===== src/hw/rtl/tlc_pkg.sv =====
// Shared types and constants of the traffic light controller core.
// Used by tlc_step and by the top level; depends on nothing else.
`timescale 1ns / 1ps
`default_nettype none

package tlc_pkg;

    localparam int DUR_W   = 7;
    localparam int IN_W    = 8;
    localparam int OUT_W   = 24;

    // Bit positions in the latched tick flags.
    localparam int TK_SEC   = 0;
    localparam int TK_BLINK = 1;
    localparam int TK_SEG   = 2;

    // Colour index into the duration tables and into a road's lamp group.
    localparam logic [1:0] COL_RED    = 2'd0;
    localparam logic [1:0] COL_YELLOW = 2'd1;
    localparam logic [1:0] COL_GREEN  = 2'd2;

    typedef enum logic [1:0] {
        MODE_NORMAL = 2'd0,
        MODE_RED    = 2'd1,
        MODE_YELLOW = 2'd2,
        MODE_GREEN  = 2'd3
    } mode_t;

    typedef enum logic [1:0] {
        PH_RED    = 2'd0,
        PH_GREEN  = 2'd1,
        PH_YELLOW = 2'd2
    } phase_t;

    typedef struct packed {
        logic sec_tick;
        logic blink_tick;
        logic seg_tick;
        logic btn_mode;
        logic btn_up;
        logic btn_down;
        logic btn_commit;
    } item_t;

    typedef struct packed {
        mode_t                       mode;
        phase_t                      main_phase;
        phase_t                      side_phase;
        logic [DUR_W-1:0]            main_rem;
        logic [DUR_W-1:0]            side_rem;
        logic [2:0][DUR_W-1:0]       active;
        logic [2:0][DUR_W-1:0]       pending;
        logic [5:0]                  lamps;     // main red/yellow/green, then side
        logic [1:0][DUR_W-1:0]       shown;     // [0] left, [1] right
        logic [2:0]                  tick;
    } state_t;

    typedef struct packed {
        logic [5:0]       lamps;
        logic [DUR_W-1:0] display_left;
        logic [DUR_W-1:0] display_right;
        mode_t            current_mode;
    } result_t;

endpackage

`default_nettype wire


===== src/hw/rtl/tlc_step.sv =====
// Next-state and result logic for one scan of the controller.
// Purely combinational; uses the types of tlc_pkg.
`timescale 1ns / 1ps
`default_nettype none

module tlc_step #(
    parameter int MAX_DURATION = 99
) (
    input  tlc_pkg::state_t  st_i,
    input  tlc_pkg::item_t   item_i,
    output tlc_pkg::state_t  st_o,
    output tlc_pkg::result_t res_o
);

    localparam logic [tlc_pkg::DUR_W-1:0] MAX_D = tlc_pkg::DUR_W'(MAX_DURATION);

    typedef struct packed {
        tlc_pkg::phase_t             phase;
        logic [tlc_pkg::DUR_W-1:0]   rem;
        logic [2:0]                  lamps;
    } road_t;

    // One second of one road: lamps follow the phase before the change.
    function automatic road_t road_second(
        input tlc_pkg::phase_t                 phase,
        input logic [tlc_pkg::DUR_W-1:0]       rem,
        input logic [2:0]                      lamps,
        input logic [2:0][tlc_pkg::DUR_W-1:0]  active
    );
        road_t r;
        r.phase = phase;
        r.rem   = rem;
        r.lamps = lamps;
        unique case (phase)
            tlc_pkg::PH_RED: begin
                r.lamps = 3'b001;
                if (rem == '0) begin
                    r.phase = tlc_pkg::PH_GREEN;
                    r.rem   = active[tlc_pkg::COL_GREEN];
                end
            end
            tlc_pkg::PH_YELLOW: begin
                r.lamps = 3'b010;
                if (rem == '0) begin
                    r.phase = tlc_pkg::PH_RED;
                    r.rem   = active[tlc_pkg::COL_RED];
                end
            end
            tlc_pkg::PH_GREEN: begin
                r.lamps = 3'b100;
                if (rem == '0) begin
                    r.phase = tlc_pkg::PH_YELLOW;
                    r.rem   = active[tlc_pkg::COL_YELLOW];
                end
            end
            default: begin
                // An unreachable phase code keeps lamps and phase.
            end
        endcase
        r.rem = r.rem - tlc_pkg::DUR_W'(1);
        return r;
    endfunction

    always_comb begin
        road_t            rm;
        road_t            rs;
        logic [2:0]       tp;
        logic [1:0]       k;
        logic [1:0]       kn;
        logic [5:0]       both;
        tlc_pkg::mode_t   m;

        st_o = st_i;
        tp   = st_i.tick | {item_i.seg_tick, item_i.blink_tick, item_i.sec_tick};
        k    = 2'(st_i.mode) - 2'd1;
        both = 6'b001001 << k;
        rm   = road_second(st_i.main_phase, st_i.main_rem, st_i.lamps[2:0], st_i.active);
        rs   = road_second(st_i.side_phase, st_i.side_rem, st_i.lamps[5:3], st_i.active);

        if (st_i.mode == tlc_pkg::MODE_NORMAL) begin
            if (tp[tlc_pkg::TK_SEC]) begin
                st_o.shown[0]   = st_i.main_rem;
                st_o.shown[1]   = st_i.side_rem;
                st_o.main_phase = rm.phase;
                st_o.main_rem   = rm.rem;
                st_o.side_phase = rs.phase;
                st_o.side_rem   = rs.rem;
                st_o.lamps      = {rs.lamps, rm.lamps};
                tp[tlc_pkg::TK_SEC] = 1'b0;
            end
        end else begin
            // Adjust modes blink only the selected colour on both roads.
            st_o.lamps = st_i.lamps & both;
            if (tp[tlc_pkg::TK_BLINK]) begin
                st_o.lamps = st_o.lamps ^ both;
                tp[tlc_pkg::TK_BLINK] = 1'b0;
            end
        end

        m = st_i.mode;
        if (item_i.btn_mode) begin
            m = tlc_pkg::mode_t'(2'(st_i.mode) + 2'd1);
            if (m == tlc_pkg::MODE_NORMAL) begin
                st_o.main_phase = tlc_pkg::PH_RED;
                st_o.side_phase = tlc_pkg::PH_GREEN;
                st_o.main_rem   = st_i.active[tlc_pkg::COL_RED];
                st_o.side_rem   = st_i.active[tlc_pkg::COL_GREEN];
            end
        end else if (st_i.mode != tlc_pkg::MODE_NORMAL) begin
            priority if (item_i.btn_up) begin
                if (st_i.pending[k] < MAX_D) begin
                    st_o.pending[k] = st_i.pending[k] + tlc_pkg::DUR_W'(1);
                end else begin
                    st_o.pending[k] = MAX_D;
                end
            end else if (item_i.btn_down) begin
                if (st_i.pending[k] > tlc_pkg::DUR_W'(1)) begin
                    st_o.pending[k] = st_i.pending[k] - tlc_pkg::DUR_W'(1);
                end else begin
                    st_o.pending[k] = tlc_pkg::DUR_W'(1);
                end
            end else if (item_i.btn_commit) begin
                st_o.active[k] = st_i.pending[k];
            end
        end
        st_o.mode = m;

        kn = 2'(m) - 2'd1;
        if (tp[tlc_pkg::TK_SEG]) begin
            if (m != tlc_pkg::MODE_NORMAL) begin
                st_o.shown[0] = st_o.pending[kn];
                st_o.shown[1] = {5'd0, 2'(m)} + tlc_pkg::DUR_W'(1);
            end
            tp[tlc_pkg::TK_SEG] = 1'b0;
        end
        st_o.tick = tp;
    end

    always_comb begin
        res_o.lamps         = st_o.lamps;
        res_o.display_left  = st_o.shown[0];
        res_o.display_right = st_o.shown[1];
        res_o.current_mode  = st_o.mode;
    end

endmodule

`default_nettype wire


===== src/hw/rtl/traffic_light_controller_core.sv =====
// Top level of the traffic light controller: input register, scan logic, result register.
// Depends on tlc_pkg and tlc_step.
`timescale 1ns / 1ps
`default_nettype none

// Usage:
// Each input beat on the s_ channel is one scan: tick flags and button presses.
// Each scan yields exactly one result beat on the m_ channel with the six lamp
// states, both display values and the mode after the scan.
// An accepted beat sits in the input register, is worked by the scan logic and
// lands in the result register, from which its result is given on the m_
// channel. One beat is taken and one result given in every cycle while the
// receiver does not stall; the scan logic is a single pass of compares,
// increments and muxes on the controller state, which closes the loop from one
// scan to the next.
// If the receiver stalls, the result register holds its beat; a beat held in
// the input register waits there, and s_tready is low until m_tready returns.
// Reset (aresetn low, synchronous) empties both registers and puts the
// controller in normal mode: main road red, side road green, both counts 1,
// all durations 1, lamps off, displays 0, no tick pending.
module traffic_light_controller_core #(
    parameter int MAX_DURATION = 99
) (
    input  wire logic                      aclk,
    input  wire logic                      aresetn,
    input  wire logic                      s_tvalid,
    output logic                           s_tready,
    // sec_tick, blink_tick, seg_tick, btn_mode, btn_up, btn_down, btn_commit, pad
    input  wire logic [tlc_pkg::IN_W-1:0]  s_tdata,
    output logic                           m_tvalid,
    input  wire logic                      m_tready,
    // main_red, main_yellow, main_green, side_red, side_yellow, side_green,
    // display_left[6:0], display_right[6:0], current_mode[1:0], pad[1:0]
    output logic [tlc_pkg::OUT_W-1:0]      m_tdata
);

    localparam tlc_pkg::state_t RESET_STATE = '{
        mode:       tlc_pkg::MODE_NORMAL,
        main_phase: tlc_pkg::PH_RED,
        side_phase: tlc_pkg::PH_GREEN,
        main_rem:   tlc_pkg::DUR_W'(1),
        side_rem:   tlc_pkg::DUR_W'(1),
        active:     {3{tlc_pkg::DUR_W'(1)}},
        pending:    {3{tlc_pkg::DUR_W'(1)}},
        lamps:      6'd0,
        shown:      '0,
        tick:       3'd0
    };

    logic                       in_valid_reg, in_valid_next;
    tlc_pkg::item_t             in_item_reg, in_item_next;
    tlc_pkg::state_t            st_reg, st_next, st_step;
    logic                       out_valid_reg, out_valid_next;
    logic [tlc_pkg::OUT_W-1:0]  out_data_reg, out_data_next;
    tlc_pkg::result_t           res_step;
    logic                       s_accept;
    logic                       process;

    tlc_step #(
        .MAX_DURATION(MAX_DURATION)
    ) u_step (
        .st_i   (st_reg),
        .item_i (in_item_reg),
        .st_o   (st_step),
        .res_o  (res_step)
    );

    // A held beat moves on whenever the result register is free or being emptied.
    assign process  = in_valid_reg && (!out_valid_reg || m_tready);
    assign s_tready = !in_valid_reg || process;
    assign s_accept = s_tvalid && s_tready;

    always_comb begin
        in_item_next = in_item_reg;
        if (s_accept) begin
            in_item_next = '{
                sec_tick:   s_tdata[0],
                blink_tick: s_tdata[1],
                seg_tick:   s_tdata[2],
                btn_mode:   s_tdata[3],
                btn_up:     s_tdata[4],
                btn_down:   s_tdata[5],
                btn_commit: s_tdata[6]
            };
        end

        if (s_accept) begin
            in_valid_next = 1'b1;
        end else if (process) begin
            in_valid_next = 1'b0;
        end else begin
            in_valid_next = in_valid_reg;
        end

        st_next       = process ? st_step : st_reg;
        out_data_next = out_data_reg;
        if (process) begin
            out_data_next = {2'b00, 2'(res_step.current_mode), res_step.display_right,
                             res_step.display_left, res_step.lamps};
        end

        if (process) begin
            out_valid_next = 1'b1;
        end else if (m_tready) begin
            out_valid_next = 1'b0;
        end else begin
            out_valid_next = out_valid_reg;
        end
    end

    always_ff @(posedge aclk) begin
        if (!aresetn) begin
            in_valid_reg  <= 1'b0;
            out_valid_reg <= 1'b0;
            st_reg        <= RESET_STATE;
        end else begin
            in_valid_reg  <= in_valid_next;
            out_valid_reg <= out_valid_next;
            st_reg        <= st_next;
        end
    end

    always_ff @(posedge aclk) begin
        in_item_reg  <= in_item_next;
        out_data_reg <= out_data_next;
    end

    assign m_tvalid = out_valid_reg;
    assign m_tdata  = out_data_reg;

endmodule

`default_nettype wire


===== config.mk =====
export PLATFORM = sky130hd
export DESIGN_NAME = traffic_light_controller_core
export DESIGN_NICKNAME = d
export VERILOG_FILES = /design/src/hw/rtl/tlc_pkg.sv /design/src/hw/rtl/tlc_step.sv /design/src/hw/rtl/traffic_light_controller_core.sv
export SDC_FILE = /design/constraint.sdc
export NUM_CORES = 1
export LEC_CHECK = 0
export ABC_CLOCK_PERIOD_IN_PS = 4240
export BUFFER_PORTS_ARGS = -buffer_cell sky130_fd_sc_hd__buf_2
export CORE_ASPECT_RATIO = 0.5
export CORE_MARGIN = 2
export CORE_UTILIZATION = 37
export CTS_CLUSTER_SIZE = 8
export DETAILED_ROUTE_END_ITERATION = 8
export PLACE_DENSITY = 0.59
export SLEW_MARGIN = 20
export SYNTH_ARGS = -nofsm -noshare
export SYNTH_HDL_FRONTEND = slang
export SYNTH_SLANG_ARGS = --single-unit

===== constraint.sdc =====
create_clock -name aclk -period 4.24 [get_ports aclk]
set_input_delay 0.424 -clock aclk [delete_from_list [all_inputs] [get_ports aclk]]
set_output_delay 0.424 -clock aclk [all_outputs]
set_load 0.01 [all_outputs]

* After elaboration in Yosys (flattened, before gate mapping) *
Cells that the tools add are included.

cells by class
  $add $sub $neg = 8
  order comparisons = 5
  eq/ne operators = 4
  shifts and indexed selects = 1
  multiplexer cells = 40
  bitwise logic cells = 12
  reductions and logical operators = 18

operator list
  operator                                                              number
  21-bit two-way mux                                                    6
  18-bit two-way mux                                                    4
  12-bit one-hot mux with 3 select lines                                2
  21-bit bitwise mux                                                    3
  9-bit two-way mux                                                     6
  14-bit two-way mux                                                    3
  7-bit binary-select mux with 2-bit select                             2
  7-bit two-way mux                                                     3
  7-bit by 1-bit subtractor with 7-bit output, second input constant    3
  20-bit two-way mux                                                    1
  18-bit AND                                                            1
  18-bit NOT                                                            1
  7-bit demux with 2-bit select                                         1
  7-bit zero test                                                       2
  6-bit two-way mux                                                     2
  12-bit OR                                                             1
  9-bit AND                                                             1
  9-bit NOT                                                             1
  2-bit zero test                                                       4
  2-bit nonzero test                                                    4
  7-bit by 1-bit adder with 7-bit output, second input constant         1
  7-bit by 1-bit > comparator with 1-bit output, second input constant  1
  7-bit less-than comparator, second input constant                     1
  6-bit AND                                                             1
  other kinds (18)                                                      33

word-level totals
  register bits after elaboration = 115
  input bits = 12
  output and inout bits = 26
  word-level logic and storage cells = 113

* Longest topological paths before layout *
Gate-level depths: netlist of run 1.

  depth in word-level cells = 16
  depth in mapped cells = 15
  gate-level depth less buffers = 13

* Cells and area by module *
From an unflattened synthesis of run 1, not the netlist that was laid out.

unflattened totals
  cells, all modules = 981
  area total of the unflattened synthesis = 7746.2 sq um

modules (own cells, without submodules)
  module                         times used  cells each  area each (sq um)  sequential area each (sq um)
  traffic_light_controller_core  1           411         4347.9             2612.5
  tlc_step                       1           570         3398.3             0.0

* Least setup slack after synthesis of run 1 *
Ideal clock, no wire load.

  path kind = reg2reg
  start point = register st_reg[83] (netlist bit)
  end point = register out_data_reg, in the netlist m_tdata[10], data pin
  library setup time = 0.140 ns
  arrival = 3.435 ns
  data required time = 4.100 ns
  setup slack = 0.664 ns
  cell stages (with the launch flop) = 16
  buffers on the path = 3
  cells stage by stage = dfxtp_1 > buf_6 > inv_2 > ha_1 > buf_6 > mux2_4 > a22oi_4 > inv_1 > ha_1 > a21o_1 > and3_4 > buf_6 > or4_4 > a31o_1 > and3_1 > a21oi_2

RTL lines
  what                    line                                  source
  from (decl)             traffic_light_controller_core.sv:52   tlc_pkg::state_t st_reg, st_next, st_step;
  from (signal assigned)  traffic_light_controller_core.sv:119  st_reg <= st_next;
  to (signal assigned)    traffic_light_controller_core.sv:125  out_data_reg <= out_data_next;
  to (decl)               traffic_light_controller_core.sv:54   logic [tlc_pkg::OUT_W-1:0] out_data_reg, out_data_next;

==> key figures, run 1 <==
Finish
  • Share of post-route cells with drive strength above 1: 13.8%
  • Antenna diodes: 0
  • Final Net Count: 903
  • Final Cell Area: 8020 um^2
  • Area growth syn-to-layout: 14.0%
  • Max reg flops: 84

Pwr
  • Clock power frac: 45.0%
  • Switching power total: 945 uW
  • Switching Share: 31.1%
  • Gate power share: 15.5%
  • Flop pwr share: 39.5%
  • Power per Cell Area: 378 nW/um^2
  • Leakage power: 0.00305 uW
  • Internal: 2090 uW
  • IR drop worst, VDD: 311 uV

Routing
  • Post-Route WL: 23000 um
  • First-pass DRT Iterations: 6
  • DRC errors left: 0
  • Via Count: 6770
  • Vias per cell: 5.88
  • Number of routed nets with antenna violations: 0
  • Wire per inst: 20.0 um
  • Initial DRC Count: 832

Critical path
  • Crit Path Category: register to register
  • Reg2Reg Setup Slack: 0.30 ns
  • Max incr delay on CP: 0.51 ns
  • CP cell instances: inv_1 > ha_1 > buf_4 > mux2_4 > a22oi_4 > buf_4 > ha_1 > o211a_1 > and4_1 > mux2i_1 > nor3_1 > a2111oi_1 > o311ai_1 > a21boi_1
  • Critical Path Fanout Max: 9
  • Crit path launch type: register
  • CP arrival: 4.10 ns
  • Critical Path Sink Type: register
  • Slowest cell on crit path: a2111oi_1
  • R2R depth: 14
  • Reg2Reg Capture Point: m_tdata[12]$_DFFE_PP_
  • WP data required: 4.40 ns
  • Reg2reg start: st_reg[84]$_SDFFE_PN0P_

Clock network
  • Post-CTS Setup Bufs: 0
  • TritonCTS clock tree: built
  • Clock root buffer: clkbuf_16
  • Num CTS Buffers: 17
  • Resized Gates After CTS: 0
  • H-tree Lvls: 4
  • Hold Buf Count CTS: 0
  • Worst-path clk slew: 0.06 ns
  • Worst-skew pair later-pin latency: 0.42 ns
  • CTS max path bufs: 2
  • Clock Sinks: 115

Place
  • PortBufs: 34
  • Post-DP HPWL: 16300 um
  • Post-DP Area: 7470 um^2
  • GP Congestion: 1.00

Min path
  • Endpoint, Worst Hold: in_item_reg[0]$_DFFE_PP_
  • Min-delay src: s_tdata[6]
  • WHS Path Cells: 1
  • Worst Hold Class: input pin to register

Logic synthesis
  • Async SR Flop Fraction: 0%
  • Synth cell types: 80
  • Avg Cell Area, Syn: 8.19 um^2
  • Sequential area share after synthesis: 36.8%
  • #FFs+latches synth: 115
  • Post-synth EDFFs: 29
  • Synth Cell Area: 7040 um^2
  • Main synth FF type: dfxtp_1
  • YS warnings: 0
  • Post-Synthesis Cells: 859

Die
  • Die height: 102 um
  • # IOs: 38
  • Initial core utilization: 38.0%
  • Die width: 199 um
  • Die area: 20200 um^2
  • Row count: 35
  • Core footprint: 18500 um^2

Timing
  • Hold slack: 0.177 ns
  • Pins Over Slew Limit: 0
  • Final-report hold violation count: 0
  • Worst-margin pin slew: 0.846 ns
  • Final worst-path cycle share: 92.9%
  • Slew HR: 43.5%
  • # setup viols final: 0
  • RSZ-0062 raised after global routing: false
  • Minimum clock period: 3.94 ns
  • TNS Setup: 0 ns
  • Max Clk Rate: 254 MHz
  • Clk_skew: 0.0142 ns

Global routing
  • First-pass GRT wire length: 36300 um
  • GRT Util Overall: 23.6%
  • Total gr overflow: 0
  • Via count of the first global-routing pass: 6454
  • Largest net degree at the start of global routing: 42
  • Initial antenna violation count: 0

Run status
  • Status: completed

Job
  • MaxCap Viol Count: 0
[cells by family (layout without fill, tap and decap cells)]
logic type / Yosys count / after routing / share of synthesized area [%]
flops: 115 / 115 / 36.8
simple gates: 320 / 320 / 20.8
other cells: 1 / 2 / 0.0533
compound gates: 278 / 278 / 27.7
xor+xnor: 19 / 19 / 2.37
mux: 34 / 34 / 5.16
fa+ha+maj: 12 / 12 / 2.13
buf+inv: 80 / 112 / 4.91
[cells in the final DEF, fill, tap and decap left out, types with 4 or more instances in the layout]
master     count
nand2_1      142
dfxtp_1       86
nor2_1        68
a21oi_1       64
o21ai_0       52
buf_2         34
edfxtp_1      29
buf_4         28
o211a_1       24
mux2i_1       24
nand3_1       23
clkbuf_16     17
nor2b_1       16
xnor2_1       15
a31oi_1       14
inv_1         14
a21boi_0      13
and2_1        13
nor3_1        13
o22ai_1       12
and3_1        12
ha_1          12
o211ai_1      10
a22oi_1        8
o31ai_1        7
o221ai_1       7
a211oi_1       6
a311oi_1       6
o2bb2ai_1      6
nor4_1         5
mux2_2         5
inv_6          5
o21a_1         4
o221a_2        4
nor3b_1        4
nand3b_1       4
a21o_1         4
xor2_1         4
and2_0         4
[cell type report]
type,count,area [um^2]
Fill cell,1885,10500
Tap cell,259,324
Clock inverter,14,123
Inverter,18,67.6
Clock buffer,18,429
Multi-Input combinational cell,665,4110
Sequential cell,115,2590
Timing Repair Buffer,62,380
[power by group through the flow]
stage | Combinational (uW) | Sequential, uW | Clock (uW)
after floorplan | 318 | 1220 | 0
after global placement | 456 | 1220 | 0
after detailed placement | 459 | 1220 | 0
after CTS | 462 | 1200 | 1390
after global routing | 511 | 1200 | 1430
final | 471 | 1200 | 1370
[synth_stat cells, drive strengths merged (9+ instances only)]
library cell | number | area [um^2]
a21boi | 14 | 105
a21oi | 65 | 329
a22oi | 12 | 128
a31oi | 14 | 87.6
and2 | 17 | 106
and3 | 13 | 86.3
buf | 14 | 97.6
clkbuf | 48 | 180
dfxtp | 86 | 1720
edfxtp | 29 | 871
ha | 12 | 150
inv | 16 | 60.1
mux2 | 9 | 109
mux2i | 25 | 254
nand2 | 142 | 533
nand3 | 23 | 115
nor2 | 69 | 262
nor2b | 17 | 109
nor3 | 13 | 65.1
o211a | 24 | 240
o211ai | 10 | 75.1
o21ai | 54 | 270
o22ai | 12 | 75.1
xnor2 | 15 | 131
[worst max-delay path by stage]
stage                             from  slack, ns               endpoint
3_3_place_gp   st_reg[84]$_SDFFE_PN0P_       0.42  m_tdata[10]$_DFFE_PP_
2_1_floorplan  st_reg[83]$_SDFFE_PN0P_       0.66  m_tdata[10]$_DFFE_PP_
4_1_cts        st_reg[84]$_SDFFE_PN0P_       0.35  m_tdata[12]$_DFFE_PP_
6_report       st_reg[84]$_SDFFE_PN0P_       0.30  m_tdata[12]$_DFFE_PP_
3_5_place_dp   st_reg[84]$_SDFFE_PN0P_       0.37  m_tdata[12]$_DFFE_PP_
5_1_grt        st_reg[84]$_SDFFE_PN0P_       0.12  m_tdata[10]$_DFFE_PP_
[stage by stage]
stage / utilization, % / total power, uW / setup WS [ns] / cells
2_1_floorplan: - / 1540 / 0.664 / 860
3_3_place_gp: 40.3 / 1680 / 0.421 / 1119
3_5_place_dp: 40.3 / 1680 / 0.370 / 1119
4_1_cts: 43.3 / 3050 / 0.347 / 1151
5_1_grt: 43.3 / 3140 / 0.119 / 1151
6_report: 43.3 / 3040 / 0.302 / 1151
[per-layer routing]
metal  routed length, um  global-route usage, %
met1               10700                   32.1
met2                9880                   36.6
met3                1660                   4.93
met4                 744                   9.82
met5                   0                      0
[worst max-delay path, delay by kind of cell, from the launching register on]
kind                       cells  cell delay (ns)
buffers and inverters          3             0.53
muxes                          2             0.64
DFF                            1             0.40
and+or+nand+nor                2             0.35
adders and majority gates      2             0.66
AOI/OAI and AO/OA              5             1.10
Power figures use the tool's default switching activity.
==> run 2, diff against run 1 <==
--- a/config.mk
+++ b/config.mk
@@ -8,7 +8,6 @@
 export ABC_CLOCK_PERIOD_IN_PS = 4240
 export BUFFER_PORTS_ARGS = -buffer_cell sky130_fd_sc_hd__buf_2
 export CORE_ASPECT_RATIO = 0.5
-export CORE_MARGIN = 2
 export CORE_UTILIZATION = 37
 export CTS_CLUSTER_SIZE = 8
 export DETAILED_ROUTE_END_ITERATION = 8
==> run 2 against run 1 <==
Sequential cell count unchanged; combinational power grew 1%; routed wire length about the same; critical path depth decreased by 4; sequential power is essentially flat; clock skew up 0.0015 ns; largest power group unchanged; non-clock buffer count decreased by 3; clock power grew 8%; highest routed layer unchanged; die area shrank 3.0%; register-to-register slack got worse by 0.02 ns.
==> key figures, run 2 (synthesized netlist as in run 1, its figures left out) <==
Timing
  • Slew HR: 36.1% (-7.4 points)
  • Final-report hold violation count: 0 (unchanged)
  • Worst-margin pin slew: 0.958 ns (+0.113 ns)
  • RSZ-0062 raised after global routing: false
  • Clk_skew: 0.0157 ns (+0.00148 ns)
  • Hold slack: 0.173 ns (-0.00417 ns)
  • # setup viols final: 0 (unchanged)
  • Final worst-path cycle share: 93.4% (+0.50 points)
  • Max Clk Rate: 253 MHz (-0.54%)
  • Minimum clock period: 3.96 ns (+0.0213 ns)
  • TNS Setup: 0 ns (unchanged)
  • Pins Over Slew Limit: 0 (unchanged)

Finish
  • Filler cells: 1860 (-1.3%)
  • Antenna diodes: 0 (unchanged)
  • Area growth syn-to-layout: 14.5%
  • Non-Filler Instances: 1148 (-0.26%)
  • Most common cell after layout, fill and taps aside: nand2_1
  • Share of post-route cells with drive strength above 1: 13.5% (-0.29 points)
  • Most frequent cells in the layout: nand2_1 (142), dfxtp_1 (86), nor2_1 (68)
  • Register area: 2590 um^2 (unchanged)
  • Max reg flops: 84 (unchanged)
  • Final Cell Area: 8050 um^2 (+0.37%)
  • Multi-input logic area: 4110 um^2 (unchanged)
  • Final Net Count: 900 (-0.33%)

Critical path
  • Setup crit start: st_reg[84]$_SDFFE_PN0P_
  • Reg2Reg Setup Slack: 0.28 ns (-0.02 ns)
  • CP Buf/Inv Count: 1 (-2)
  • Reg2Reg Capture Point: m_tdata[6]$_DFFE_PP_
  • WP data required: 4.52 ns (+0.12 ns)
  • Critical Path Fanout Max: 9 (unchanged)
  • Worst setup path endpoint: m_tdata[6]$_DFFE_PP_
  • Crit path depth: 10 (-4)
  • Critical Path Sink Type: register
  • CP cell instances: inv_1 > ha_1 > mux2_1 > a22oi_1 > and3_1 > nand3_1 > a311oi_1 > nor3_1 > o211ai_1 > and2_1
  • Reg2reg start: st_reg[84]$_SDFFE_PN0P_
  • Crit path launch type: register
  • CP delay by family, top: compound AO/OA/AOI/OAI gates
  • R2R depth: 10 (-4)
  • Crit Path Category: register to register
  • Max incr delay on CP: 0.73 ns (+0.22 ns)
  • CP arrival: 4.24 ns (+0.14 ns)
  • Slowest cell on crit path: a22oi_1

Routing
  • Initial DRC Count: 818 (-1.7%)
  • Number of routed nets with antenna violations: 0 (unchanged)
  • First-pass DRT Iterations: 6 (unchanged)
  • Post-Route WL: 23000 um (about the same)
  • Wire per inst: 20.0 um (+0.25%)
  • Via Count: 6785 (+0.22%)
  • Vias per cell: 5.91 (+0.48%)
  • DRC errors left: 0 (unchanged)

Pwr
  • Pwr Total: 3160 uW (+3.9%)
  • Internal: 2230 uW (+6.4%)
  • IR drop worst, VDD: 269 uV (-13%)
  • Switching power total: 930 uW (-1.6%)
  • Gate power share: 15.1% (-0.4 points)
  • Leakage power: 0.00307 uW (+0.74%)
  • Power per Cell Area: 392 nW/um^2 (+3.5%)
  • Clock power frac: 47.0% (+2.0 points)
  • Flop pwr share: 38.0% (-1.5 points)
  • Switching Share: 29.5% (-1.6 points)

Place
  • GP Congestion: 0.966 (-3.7%)
  • PortBufs: 34 (unchanged)
  • Post-DP Area: 7450 um^2 (-0.30%)
  • # placed instances: 1116 (-0.27%)
  • Post-DP HPWL: 16100 um (-0.76%)

Clock network
  • Resized Gates After CTS: 0 (unchanged)
  • Num CTS Buffers: 17 (unchanged)
  • Post-CTS Setup Bufs: 0 (unchanged)
  • H-tree Lvls: 4 (unchanged)
  • Worst-skew pair later-pin latency: 0.43 ns (about the same)
  • Worst-path clk slew: 0.06 ns (about the same)
  • Clock root buffer: clkbuf_16
  • TritonCTS clock tree: built
  • CTS max path bufs: 2 (unchanged)
  • Clock Sinks: 115 (unchanged)
  • Hold Buf Count CTS: 0 (unchanged)

Job
  • MaxCap Viol Count: 0 (unchanged)

Global routing
  • Largest net degree at the start of global routing: 40 (-4.8%)
  • Initial antenna violation count: 0 (unchanged)
  • Total gr overflow: 0 (unchanged)
  • GRT Util Overall: 24.4% (+0.84 points)
  • First-pass GRT wire length: 36900 um (+1.7%)
  • Via count of the first global-routing pass: 6405 (-0.76%)

Die
  • Initial core utilization: 38.0% (unchanged)
  • Die height: 99.5 um (-2.0%)
  • Row count: 35 (unchanged)
  • Die width: 197 um (-1.0%)
  • Die area: 19600 um^2 (-3.0%)
  • # IOs: 38 (unchanged)
  • Core footprint: 18500 um^2 (unchanged)

Min path
  • Worst Hold Class: input pin to register

Run status
  • Status: completed
run 2: cell types whose count changed in the layout (fill, tap and decap cells not counted):
cell,change
clkinv_4,+2
inv_6,-1
clkinvlp_4,-3
inv_4,+1
bufinv_16,+1
buf_4,-3
inv_8,-3
clkbuf_8,+1
clkbuf_16,+2
run 2: per-layer routing:
metal	share of wire [%]	global-route usage, %
met3	6.6	3.90
met4	2.3	8.11
met5	0	0
met2	44	38.0
met1	47	34.5
run 2: final cells by class:
class,count,share of cell area (%)
Clock buffer,21,6.12
Multi-Input combinational cell,665,51.0
Tap cell,259,4.02
Clock inverter,11,1.38
Timing Repair Buffer,59,4.44
Inverter,18,0.839
Sequential cell,115,32.2
run 2: worst min path at each step:
stage,start,depth (start not counted),endpoint
3_5_place_dp,st_reg[1]$_SDFFE_PN0P_,2,st_reg[1]$_SDFFE_PN0P_
5_1_grt,s_tdata[5],1,in_item_reg[1]$_DFFE_PP_
2_1_floorplan,st_reg[1]$_SDFFE_PN0P_,2,st_reg[1]$_SDFFE_PN0P_
3_3_place_gp,st_reg[1]$_SDFFE_PN0P_,2,st_reg[1]$_SDFFE_PN0P_
6_report,s_tdata[5],1,in_item_reg[1]$_DFFE_PP_
4_1_cts,s_tdata[6],1,in_item_reg[0]$_DFFE_PP_
run 2: power by group through the flow:
stage / clock, uW / sequential (uW) / combinational, uW
5_1_grt: 1540 / 1200 / 517
2_1_floorplan: 0 / 1220 / 318
4_1_cts: 1490 / 1200 / 465
3_3_place_gp: 0 / 1220 / 460
6_report: 1480 / 1200 / 476
3_5_place_dp: 0 / 1220 / 463
run 2: worst reg2reg max path, cell delays in order (launching register included):
cell      delay (ns)
dfxtp_1         0.40
inv_1           0.08
ha_1            0.41
mux2_1          0.35
a22oi_1         0.73
and3_1          0.34
nand3_1         0.40
a311oi_1        0.39
nor3_1          0.11
o211ai_1        0.42
and2_1          0.21
run 2: through the flow:
step	utilization, %	setup slack, ns
after floorplan	-	0.664
after global placement	40.2	0.373
after detailed placement	40.2	0.376
after CTS	43.5	0.339
after global routing	43.5	0.0370
final	43.5	0.281
==> run 3, diff against run 2 <==
--- a/config.mk
+++ b/config.mk
@@ -6,7 +6,7 @@
 export NUM_CORES = 1
 export LEC_CHECK = 0
 export ABC_CLOCK_PERIOD_IN_PS = 4240
-export BUFFER_PORTS_ARGS = -buffer_cell sky130_fd_sc_hd__buf_2
+export BUFFER_PORTS_ARGS = -buffer_cell sky130_fd_sc_hd__buf_4
 export CORE_ASPECT_RATIO = 0.5
 export CORE_UTILIZATION = 37
 export CTS_CLUSTER_SIZE = 8
@@ -15,4 +15,5 @@
 export SLEW_MARGIN = 20
 export SYNTH_ARGS = -nofsm -noshare
 export SYNTH_HDL_FRONTEND = slang
+export SYNTH_HIERARCHICAL = 1
 export SYNTH_SLANG_ARGS = --single-unit
==> run 3 against run 2 <==
The run now ends with DRC left; final cell count up 8.7%; total power down 5.4%; maximum frequency up 5.0%; register-to-register slack better by 0.19 ns; routed wire length up 2.2%; first-iteration DRC count down 27%; synthesized cell count up 14%; count of clock-buffer cells in the layout up 4; synthesized area up 10%; critical path type unchanged; critical endpoint is now m_tdata[10]$_DFFE_PP_.
==> key figures, run 3 <==
Logic synthesis
  • Avg Cell Area, Syn: 7.90 um^2 (-3.6%)
  • Synth Cell Area: 7750 um^2 (+10%)
  • Post-Synthesis Cells: 981 (+14%)
  • Synth top area share: 22.5% (-2.0 points)
  • Post-synth EDFFs: 29 (unchanged)
  • YS warnings: 6 (+6)
  • Sequential area share after synthesis: 33.7% (-3.1 points)
  • Commonest cells post-synth: nand2_1 (259), mux2i_1 (94), dfxtp_1 (87), o21ai_0 (67), a21oi_1 (51)
  • Main synth FF type: dfxtp_1
  • Most common cell in the synthesized netlist: nand2_1
  • Area leader, netlist: dfxtp_1
  • #FFs+latches synth: 116 (+0.87%)
  • Synth area leaders: dfxtp_1 (22%), nand2_1 (13%), mux2i_1 (12%)
  • Synth cell types: 72 (-10%)
  • Async SR Flop Fraction: 0% (unchanged)

Routing
  • Number of routed nets with antenna violations: 0 (unchanged)
  • Via Count: 7117 (+4.9%)
  • Initial DRC Count: 595 (-27%)
  • DRC errors left: 2 (+2)
  • Vias per cell: 5.70 (-3.5%)
  • Post-Route WL: 23500 um (+2.2%)
  • Wire per inst: 18.8 um (-6.0%)
  • First-pass DRT Iterations: 7 (+1)

Clock network
  • Worst-skew pair later-pin latency: 0.43 ns (about the same)
  • CTS max path bufs: 2 (unchanged)
  • Post-CTS Setup Bufs: 0 (unchanged)
  • Clock Sinks: 116 (+0.87%)
  • H-tree Lvls: 4 (unchanged)
  • Hold Buf Count CTS: 0 (unchanged)
  • Num CTS Buffers: 17 (unchanged)
  • Clock root buffer: clkbuf_16
  • TritonCTS clock tree: built
  • Worst-path clk slew: 0.06 ns (about the same)
  • Resized Gates After CTS: 0 (unchanged)

Min path
  • Worst Hold Class: input pin to register

Global routing
  • GRT Util Overall: 22.5% (-1.9 points)
  • Initial antenna violation count: 1 (+1)
  • Total gr overflow: 0 (unchanged)
  • First-pass GRT wire length: 37500 um (+1.5%)
  • Via count of the first global-routing pass: 6638 (+3.6%)
  • Largest net degree at the start of global routing: 108 (+170%)

Critical path
  • Reg2Reg Capture Point: m_tdata[10]$_DFFE_PP_
  • Crit path launch type: register
  • Critical Path Fanout Max: 12 (+3)
  • Worst setup path endpoint: m_tdata[10]$_DFFE_PP_
  • Setup crit start: st_reg[84]$_SDFFE_PN0P_
  • Reg2reg start: st_reg[84]$_SDFFE_PN0P_
  • CP arrival: 3.93 ns (-0.31 ns)
  • R2R depth: 14 (+4)
  • WP data required: 4.41 ns (-0.11 ns)
  • Critical Path Sink Type: register
  • Reg2Reg Setup Slack: 0.47 ns (+0.19 ns)
  • Crit Path Category: register to register

Timing
  • RSZ-0062 raised after global routing: false
  • TNS Setup: 0 ns (unchanged)
  • Clk_skew: 0.00994 ns (-0.00574 ns)
  • Final worst-path cycle share: 88.9% (-4.5 points)
  • Worst Slack Setup Final: 0.471 ns (+0.190 ns)
  • Worst-margin pin slew: 1.04 ns (+0.0770 ns)
  • Pins Over Slew Limit: 0 (unchanged)
  • # setup viols final: 0 (unchanged)
  • Slew HR: 31.0% (-5.1 points)
  • Minimum clock period: 3.77 ns (-0.190 ns)
  • Final-report hold violation count: 0 (unchanged)
  • Max Clk Rate: 265 MHz (+5.0%)

Run status
  • Failing checks: DRC
  • Status: finished, violations left

Finish
  • Most frequent cells in the layout: nand2_1 (259), mux2i_1 (94), dfxtp_1 (87)
  • Non-Filler Instances: 1248 (+8.7%)
  • Most common cell after layout, fill and taps aside: nand2_1
  • Share of post-route cells with drive strength above 1: 11.4% (-2.1 points)
  • Max reg flops: 85 (+1.2%)
  • Antenna diodes: 0 (unchanged)
  • Multi-input logic area: 4520 um^2 (+10%)
  • Final Net Count: 993 (+10%)
  • Area growth syn-to-layout: 11.0%
  • Filler cells: 2021 (+8.7%)
  • Register area: 2610 um^2 (+0.77%)
  • Final Cell Area: 8600 um^2 (+6.8%)
  • Final core utilization: 43.0% (-0.48 points)

Place
  • Post-DP HPWL: 16600 um (+3.0%)
  • # placed instances: 1216 (+9.0%)
  • Pre-CTS setup slack: 0.551 ns (+0.174 ns)
  • PortBufs: 34 (unchanged)
  • Post-DP Area: 8030 um^2 (+7.8%)
  • GP Congestion: 0.919 (-4.8%)

Job
  • MaxCap Viol Count: 0 (unchanged)

Die
  • Initial core utilization: 38.7% (+0.75 points)
  • Die width: 207 um (+4.9%)
  • Die height: 104 um (+4.8%)
  • Die area: 21600 um^2 (+9.9%)
  • Row count: 36 (+2.9%)
  • Core footprint: 20000 um^2 (+8.0%)
  • # IOs: 38 (unchanged)

Pwr
  • IR drop worst, VDD: 218 uV (-19%)
  • Leakage power: 0.00329 uW (+7.1%)
  • Power per Cell Area: 347 nW/um^2 (-11%)
## run 3: cell types whose count changed in the layout (fill, tap and decap cells not counted), moves of 9 or more
cell	delta
xnor2_1	-11
nand2_1	+117
a21oi_1	-13
nor2b_1	-9
a21boi_0	-13
buf_4	+34
o211a_1	-21
o22ai_1	-11
buf_2	-34
inv_1	+9
nor2_1	-24
mux2i_1	+70
o21ai_0	+15
## run 3: routing by layer
| metal | GRT usage (%) | vias to the layer above | routed length, um |
|---|---|---|---|
| li1 | - | 3424 | - |
| met1 | 31.3 | 3430 | 11100 |
| met2 | 34.9 | 223 | 10600 |
| met3 | 4.04 | 40 | 1390 |
| met4 | 7.35 | 0 | 443 |
| met5 | 0 | - | 0 |
## run 3: per-stage QoR
step / hold WS [ns] / power [uW]
after global placement: 0.442 / 1600
final: 0.169 / 2990
after floorplan: 0.434 / 1510
after global routing: 0.161 / 3100
after detailed placement: 0.452 / 1610
after CTS: 0.158 / 3000
## run 3: worst min path at each step
stage	startpoint	endpoint	cells after the start
2_1_floorplan	st_reg[82]$_SDFFE_PN0P_	st_reg[82]$_SDFFE_PN0P_	2
3_3_place_gp	st_reg[2]$_SDFFE_PN0P_	st_reg[2]$_SDFFE_PN0P_	2
3_5_place_dp	st_reg[16]$_SDFFE_PN0P_	st_reg[16]$_SDFFE_PN0P_	2
4_1_cts	s_tdata[2]	in_item_reg[4]$_DFFE_PP_	1
5_1_grt	s_tdata[2]	in_item_reg[4]$_DFFE_PP_	1
6_report	s_tdata[2]	in_item_reg[4]$_DFFE_PP_	1
## run 3: worst max-delay path: stages, from the launching register on
cell	delay [ns]
dfxtp_1	0.41
inv_1	0.10
ha_1	0.50
nor2b_1	0.17
buf_4	0.21
a22oi_1	0.11
buf_4	0.20
inv_2	0.10
ha_1	0.26
inv_1	0.09
nor4_1	0.28
nor3_1	0.16
a221o_1	0.39
a22o_1	0.23
a211o_1	0.29
## run 3: logic make-up after synthesis
logic type      count (synthesis)  synth area share, %
xor+xnor                       14                 1.58
buf+inv                       118                 7.98
compound gates                232                 20.1
mux                           100                 13.1
fa+ha+maj                      12                 1.94
flops                         116                 33.7
simple gates                  387                 21.5
other cells                     2               0.0970
## run 3: area by class of cell
type                    instances  share of cell area, %
clock inverters                 7                  0.495
clock buffers                  25                   6.14
well taps                     266                   3.87
repair buffers                 60                   5.38
inverters                      26                   1.13
multi-input cells             748                   52.6
flip-flops and latches        116                   30.4
## run 3: power breakdown
part	leakage [uW]	total, uW	switching, uW	internal (uW)
Sequential	0.000982	1210	36.4	1170
Clock	0.000284	1400	540	860
Combinational	0.00202	379	240	139
Total	0.00329	2990	816	2170
